<file path="src/hdl/npc_pkg.sv">
// shared constants, types and helpers of the nearest palette color mapper
// no dependencies
package npc_pkg;

  localparam int PaletteSize = 16;
  localparam int IdxW        = (PaletteSize > 1) ? $clog2(PaletteSize) : 1;
  localparam int TreeSize    = 1 << IdxW;
  localparam int ChanW       = 8;
  localparam int NumChan     = 3;
  localparam int RgbW        = NumChan * ChanW;
  localparam int SlotW       = 4;
  localparam int IndexW      = 4;
  localparam int DistW       = 10;

  // larger than any real distance (max 765), used for unused tree leaves
  localparam logic [DistW-1:0] DistStart = 10'h3FF;

  typedef logic [RgbW-1:0]  rgb_t;
  typedef logic [ChanW-1:0] chan_t;
  typedef logic [DistW-1:0] dist_t;
  typedef logic [IdxW-1:0]  idx_t;

  typedef enum logic {
    ReqMap  = 1'b0,
    ReqLoad = 1'b1
  } npc_req_e;

  function automatic chan_t abs_diff(input chan_t a, input chan_t b);
    return (a > b) ? (a - b) : (b - a);
  endfunction

endpackage

</file>
<file path="src/hdl/npc_if.sv">
// valid/ready channel interfaces for the request and response sides
// depends on npc_pkg
interface npc_req_if;
  import npc_pkg::*;

  logic                   valid;
  logic                   ready;
  npc_req_e               req_type;
  logic [SlotW-1:0]       entry_slot;
  rgb_t                   rgb_value;

  modport source (output valid, req_type, entry_slot, rgb_value, input ready);
  modport sink   (input valid, req_type, entry_slot, rgb_value, output ready);
endinterface

interface npc_rsp_if;
  import npc_pkg::*;

  logic                   valid;
  logic                   ready;
  logic [IndexW-1:0]      palette_index;

  modport source (output valid, palette_index, input ready);
  modport sink   (input valid, palette_index, output ready);
endinterface

</file>
<file path="src/hdl/npc_min_tree.sv">
// pipelined minimum tree over the per-entry distances, one register per level
// depends on npc_pkg
module npc_min_tree (
  input  logic           clk_i,
  input  logic           rst_ni,
  input  logic           en_i,
  input  logic           vld_i,
  input  npc_pkg::dist_t dist_i [npc_pkg::PaletteSize],
  output logic           vld_o,
  output npc_pkg::idx_t  idx_o
);
  import npc_pkg::*;

  dist_t            leaf_dist [TreeSize];
  idx_t             leaf_idx  [TreeSize];
  dist_t            node_dist_q [1:TreeSize-1];
  idx_t             node_idx_q  [1:TreeSize-1];
  logic [IdxW-1:0]  vld_q;

  for (genvar k = 0; k < TreeSize; k++) begin : g_leaf
    if (k < PaletteSize) begin : g_used
      assign leaf_dist[k] = dist_i[k];
    end else begin : g_pad
      assign leaf_dist[k] = DistStart;
    end
    assign leaf_idx[k] = IdxW'(k);
  end

  // heap layout: node n takes children 2n and 2n+1, the left one wins a tie
  for (genvar n = 1; n < TreeSize; n++) begin : g_node
    dist_t l_dist, r_dist;
    idx_t  l_idx, r_idx;

    if (2 * n >= TreeSize) begin : g_from_leaf
      assign l_dist = leaf_dist[2*n-TreeSize];
      assign l_idx  = leaf_idx[2*n-TreeSize];
      assign r_dist = leaf_dist[2*n+1-TreeSize];
      assign r_idx  = leaf_idx[2*n+1-TreeSize];
    end else begin : g_from_node
      assign l_dist = node_dist_q[2*n];
      assign l_idx  = node_idx_q[2*n];
      assign r_dist = node_dist_q[2*n+1];
      assign r_idx  = node_idx_q[2*n+1];
    end

    always_ff @(posedge clk_i) begin
      if (en_i) begin
        if (r_dist < l_dist) begin
          node_dist_q[n] <= r_dist;
          node_idx_q[n]  <= r_idx;
        end else begin
          node_dist_q[n] <= l_dist;
          node_idx_q[n]  <= l_idx;
        end
      end
    end
  end

  always_ff @(posedge clk_i or negedge rst_ni) begin
    if (!rst_ni) begin
      vld_q <= '0;
    end else if (en_i) begin
      vld_q <= IdxW'({vld_q, vld_i});
    end
  end

  assign vld_o = vld_q[IdxW-1];
  assign idx_o = node_idx_q[1];

endmodule

</file>
<file path="src/hdl/nearest_palette_color_mapper_unit.sv">
// Nearest palette color mapper. Each request transaction either loads one
// palette entry (no response) or maps a 24-bit pixel to the index of the
// palette color with the smallest sum of absolute channel differences, the
// lowest index winning a tie. The palette resets to all zero. A pixel is
// taken every clock unless the response side stalls, and passes one stage
// of channel differences, one stage of distance sums, then one stage per
// level of the comparator tree. Loads are also taken one per clock on the
// same terms and affect every pixel accepted after them. When the response
// side stalls the whole pipeline holds and request ready drops.
// depends on npc_pkg, npc_if and npc_min_tree
module nearest_palette_color_mapper_unit (
  input  logic       clk_i,
  input  logic       rst_ni,
  npc_req_if.sink    req_i,
  npc_rsp_if.source  rsp_o
);
  import npc_pkg::*;

  // palette storage, read by every lane in parallel
  rgb_t   palette_q [PaletteSize];

  // pipeline registers
  logic   s1_vld_q;
  chan_t  diff_q [PaletteSize][NumChan];
  logic   s2_vld_q;
  dist_t  dist_q [PaletteSize];

  logic   en;
  logic   req_fire, pix_fire, load_fire;
  logic   slot_ok;
  idx_t   slot_idx;
  logic   rsp_vld;
  idx_t   best_idx;

  // global advance: the tree root is the output register
  assign en          = !rsp_vld || rsp_o.ready;
  assign req_i.ready = en;

  assign req_fire  = req_i.valid && en;
  assign pix_fire  = req_fire && (req_i.req_type == ReqMap);
  assign load_fire = req_fire && (req_i.req_type == ReqLoad);
  // loads to slots beyond the palette are dropped
  assign slot_ok   = (32'(req_i.entry_slot) < PaletteSize);
  assign slot_idx  = IdxW'(req_i.entry_slot);

  always_ff @(posedge clk_i or negedge rst_ni) begin
    if (!rst_ni) begin
      for (int k = 0; k < PaletteSize; k++) begin
        palette_q[k] <= '0;
      end
    end else if (load_fire && slot_ok) begin
      palette_q[slot_idx] <= req_i.rgb_value;
    end
  end

  // valid bits of the first two stages
  always_ff @(posedge clk_i or negedge rst_ni) begin
    if (!rst_ni) begin
      s1_vld_q <= 1'b0;
      s2_vld_q <= 1'b0;
    end else if (en) begin
      s1_vld_q <= pix_fire;
      s2_vld_q <= s1_vld_q;
    end
  end

  // stage 1: per-channel absolute differences against the palette as it
  // stands before this edge, so a load in the same cycle is not seen
  always_ff @(posedge clk_i) begin
    if (en) begin
      for (int k = 0; k < PaletteSize; k++) begin
        for (int c = 0; c < NumChan; c++) begin
          diff_q[k][c] <= abs_diff(req_i.rgb_value[c*ChanW +: ChanW],
                                   palette_q[k][c*ChanW +: ChanW]);
        end
      end
    end
  end

  // stage 2: L1 distance per palette entry
  always_ff @(posedge clk_i) begin
    if (en) begin
      for (int k = 0; k < PaletteSize; k++) begin
        dist_q[k] <= DistW'(diff_q[k][0]) + DistW'(diff_q[k][1]) + DistW'(diff_q[k][2]);
      end
    end
  end

  // remaining stages: comparator tree down to the winning index
  npc_min_tree u_min_tree (
    .clk_i  (clk_i),
    .rst_ni (rst_ni),
    .en_i   (en),
    .vld_i  (s2_vld_q),
    .dist_i (dist_q),
    .vld_o  (rsp_vld),
    .idx_o  (best_idx)
  );

  assign rsp_o.valid         = rsp_vld;
  assign rsp_o.palette_index = IndexW'(best_idx);

  // a load lands in its palette slot
  a_load_writes: assert property (@(posedge clk_i) disable iff (!rst_ni)
    (load_fire && slot_ok) |=> palette_q[$past(slot_idx)] == $past(req_i.rgb_value))
    else $error("palette load not stored");

  // a load never creates a pipeline transaction
  a_load_no_item: assert property (@(posedge clk_i) disable iff (!rst_ni)
    load_fire |=> !s1_vld_q)
    else $error("load entered the pipeline");

  // a pixel always enters the first stage
  a_pix_enters: assert property (@(posedge clk_i) disable iff (!rst_ni)
    pix_fire |=> s1_vld_q)
    else $error("pixel lost at pipeline entry");

  // a stalled second stage keeps its transaction
  a_stall_holds: assert property (@(posedge clk_i) disable iff (!rst_ni)
    (s2_vld_q && !en) |=> s2_vld_q)
    else $error("transaction lost during stall");

endmodule
</file>
<file path="src/flat_wrapper.sv">
// flat-port wrapper written by rule: the top's interface ports become plain ports
module nearest_palette_color_mapper_unit_flat import npc_pkg::*;
  (clk_i, rst_ni, req_i_valid, req_i_req_type, req_i_entry_slot, req_i_rgb_value, req_i_ready, rsp_o_valid, rsp_o_palette_index, rsp_o_ready);
  npc_req_if req_i_i ();
  npc_rsp_if rsp_o_i ();
  input  logic clk_i;
  input  logic rst_ni;
  input wire logic [$bits(req_i_i.valid)-1:0] req_i_valid;
  input wire logic [$bits(req_i_i.req_type)-1:0] req_i_req_type;
  input wire logic [$bits(req_i_i.entry_slot)-1:0] req_i_entry_slot;
  input wire logic [$bits(req_i_i.rgb_value)-1:0] req_i_rgb_value;
  output wire logic [$bits(req_i_i.ready)-1:0] req_i_ready;
  output wire logic [$bits(rsp_o_i.valid)-1:0] rsp_o_valid;
  output wire logic [$bits(rsp_o_i.palette_index)-1:0] rsp_o_palette_index;
  input wire logic [$bits(rsp_o_i.ready)-1:0] rsp_o_ready;
  assign req_i_i.valid = req_i_valid;
  assign req_i_i.req_type = req_i_req_type;
  assign req_i_i.entry_slot = req_i_entry_slot;
  assign req_i_i.rgb_value = req_i_rgb_value;
  assign req_i_ready = req_i_i.ready;
  assign rsp_o_valid = rsp_o_i.valid;
  assign rsp_o_palette_index = rsp_o_i.palette_index;
  assign rsp_o_i.ready = rsp_o_ready;
  nearest_palette_color_mapper_unit u_core (.clk_i(clk_i), .rst_ni(rst_ni), .req_i(req_i_i), .rsp_o(rsp_o_i));
endmodule
</file>
<file path="config.mk">
export PLATFORM = sky130hd
export DESIGN_NAME = nearest_palette_color_mapper_unit_flat
export DESIGN_NICKNAME = d
export VERILOG_FILES = /design/src/hdl/npc_pkg.sv /design/src/hdl/npc_if.sv /design/src/hdl/npc_min_tree.sv /design/src/hdl/nearest_palette_color_mapper_unit.sv /design/src/flat_wrapper.sv
export SDC_FILE = /design/constraint.sdc
export NUM_CORES = 2
export LEC_CHECK = 0
export BUFFER_PORTS_ARGS = -buffer_cell sky130_fd_sc_hd__clkbuf_2
export CAP_MARGIN = 10
export CORE_MARGIN = 5
export CORE_UTILIZATION = 60
export CTS_CLUSTER_DIAMETER = 80
export CTS_CLUSTER_SIZE = 25
export DETAILED_ROUTE_END_ITERATION = 10
export PLACE_DENSITY = 0.75
export SLEW_MARGIN = 20
export SYNTH_ARGS = -nofsm -noshare
export SYNTH_HDL_FRONTEND = slang
export SYNTH_SLANG_ARGS = --single-unit
</file>
<file path="constraint.sdc">
create_clock -name clk_i -period 22 [get_ports clk_i]
set_input_delay 1.1 -clock clk_i [delete_from_list [all_inputs] [get_ports clk_i]]
set_output_delay 1.1 -clock clk_i [all_outputs]
set_load 0.1 [all_outputs]
</file>
==> results_dict.tcl <==
set metrics [dict create \
    clkSinkCount 1100 \
    clk_path_buf_depth 3 \
    numPortBuffers 38 \
    firstDrtPassIters 5 \
    wire_per_inst_um 21.5 \
    cp.required_ns 22.44 \
    min_period_over_period 0.184 \
    endpoint_kind "flop" \
    postCtsSetupBuffers 0 \
    hold_class "in2async" \
    num_io_pins 39 \
    drc 0 \
    seqCellArea_sq_um 31100 \
    via_per_inst 5.92 \
    fp.dieW_um 373 \
    startpoint "req_i_rgb_value[8]" \
    cp-start-kind "input port" \
    syn_avg_cell_area_sq_um 10.5 \
    rsz0062_at_grt "no" \
    final.fill_count 10500 \
    crit_chain "clkbuf_2, buf_4, inv_1, buf_4, ha_1, fa_1, nand3b_1, nand2_1, a221oi_1, o21ai_2, mux2i_1, xnor2_1" \
    tns_ns 0 \
    instances_no_fill 9311 \
    core_sq_um 131000 \
    netlist_instances 7490 \
    period_minus_slack_ns 4.05 \
    layout_commonest_cell "ha_1" \
    critPathSlowestCell "buf_4" \
    maxSlewViolCount 0 \
    die_h_um 373 \
    cts_root_buf "clkbuf_16" \
    ant_nets 0 \
    fmaxAchievable_mhz 247 \
    grt_max_degree 94 \
    synth_edf_count 710 \
    status "completed" \
    yosysSeqAreaShare 0.394 \
    htree_levels 3 \
    slowest_delay_ns 0.45 \
    nNetsFinal 8787 \
    dieArea_sq_um 139000 \
    critical-path-top-delay-family "buffers and inverters" \
    num_vias 55100 \
    hold_violations 0 \
    syn_to_final_growth_pct 6.00 \
    first_global_vias 53500 \
    relSlewSlack 0.138 \
    antenna_found_initial 5 \
    cts_tree "yes" \
    clk_pin_slew_ns 0.09 \
    grt_pass1_wl_um 308000 \
    crit_arrival_ns 4.49 \
    synthFlopType "edfxtp_1" \
    dp_cells 9184 \
    place.gp.congestion 0.947 \
    ys_ff_latch 1100 \
    synth_fp_nets 8778 \
    path_buf_inv 4 \
    clk_latency_ns 0.69 \
    start_util 0.602 \
    worst_pin_slew_ns 1.28 \
    post_cts_resize_count 0 \
    hold_buffers 0 \
    grt_use_total 0.282 \
    setup_viol 0 \
    yosysWarnings 0 \
    finClkSkew_ns 0.0325 \
    multi_input_comb_area_sq_um 44500 \
    wl_um 200000 \
    crit_fanout 21 \
    r2r_start "u_core.diff_q[1][184]" \
    synth.distinct_cells 52 \
    crit_top_cell "buf_4" \
    cts_buffers 67 \
    cap_violations 0 \
    drt_iter0_markers 4571 \
    rows 133 \
    dp_hpwl_um 148000 \
    syn_area_sq_um 78900 \
    final_util 0.638 \
    final_cell_mix "ha_1, edfxtp_1, inv_1, o21ai_0, nand2_1" \
    synthArstFlopShare 0.355 \
    drive_above_1_share 0.0636 \
    crit_type "in2reg" \
    overflow 0 \
]
==> per-layer routing <==
layer  GRT usage  vias up  share of wire
met5           0        -       0.000060
met4      0.0941        2          0.036
met3      0.0352      334          0.067
met2       0.445     1588           0.44
met1       0.408    26800           0.45
li1            -    26400              -
==> kinds of logic after synthesis <==
| kind of cell | count (synthesis) | synth area share |
|---|---|---|
| mux | 523 | 0.0710 |
| flops | 1100 | 0.394 |
| fa+ha+maj | 1255 | 0.211 |
| compound gates | 1676 | 0.127 |
| simple gates | 1560 | 0.0992 |
| buf+inv | 881 | 0.0432 |
| xor+xnor | 495 | 0.0549 |
==> state kept, by name (all words and copies together), names as in the netlist <==
register,flops
u_core.diff_q,384
u_core.s1_vld_q,1
u_core.palette_q,384
u_core.u_min_tree.node_dist_q,140
u_core.dist_q,160
u_core.s2_vld_q,1
u_core.u_min_tree.node_idx_q,26
u_core.u_min_tree.vld_q,4
==> layout make-up <==
cell class | instances | share of cell area
Multi-Input combinational cell | 5509 | 0.532
Sequential cell | 1100 | 0.372
Inverter | 702 | 0.0317
Tap cell | 1755 | 0.0263
Clock buffer | 82 | 0.0223
Timing Repair Buffer | 119 | 0.00986
Clock inverter | 40 | 0.00595
Antenna cell | 4 | 0.000120
==> synth_stat cells (20+ instances only) <==
master	number	area, sq um
o21a_1	29	218
nor2b_1	250	1560
nand3b_1	25	188
xnor2_1	298	2610
a21oi_1	455	2280
and4_1	20	175
clkbuf_1	121	454
nor2_1	144	541
dfrtp_1	390	9760
o32ai_1	36	315
o21ai_0	680	3400
nand2b_1	153	957
fa_1	128	2560
buf_2	51	255
and3_1	51	319
o211ai_1	29	218
a221oi_1	94	823
o41ai_1	30	263
a21boi_0	65	488
a21o_1	143	1070
inv_1	701	2630
mux2i_1	336	3360
a211oi_1	59	443
mux2_4	36	541
edfxtp_1	710	21300
xor2_1	197	1730
nand3_1	89	445
and2_1	143	895
ha_1	1127	14100
mux2_2	145	1630
nand2_1	598	2240
nor3_1	56	280
==> worst paths after layout <==
| path | to | slack (ns) | cells after the start |
|---|---|---|---|
| setup / recovery | u_core.diff_q[1][12] | 17.95 | 12 |
| max in group asynchronous | u_core.palette_q[143] | 19.45 | 3 |
| min in group clk_i | u_core.u_min_tree.vld_q[0] | 0.47 | 2 |
| hold / removal | u_core.palette_q[326] | 0.47 | 1 |
| setup reg to reg | u_core.dist_q[8] | 18.27 | 14 |
| hold reg to reg | u_core.u_min_tree.vld_q[0] | 0.47 | 2 |
==> worst reg2reg max path: stages (launching register included) <==
cell and delay [ns]:
edfxtp_1 0.37, ha_1 0.18, inv_1 0.06, fa_1 0.39
nor2b_1 0.12, o21ai_0 0.11, a21boi_0 0.24, o21ai_0 0.15
nor2b_1 0.17, xnor2_1 0.57, ha_1 0.39, or2_2 0.31
a21oi_1 0.17, a21oi_1 0.07, xor2_1 0.16
==> metrics by stage <==
stage	instance area [sq um]	setup WS, ns	hold WS, ns
floorplan	78900	8.41	0.430
global placement	81200	17.33	0.450
detailed placement	81200	17.29	0.455
CTS	83600	18.01	0.459
global route	83600	17.86	0.499
finish	83600	17.95	0.469
Power is left out: the tool's default activity adds up to more than one toggle a clock period on the data nets, which glitch-free logic cannot reach.
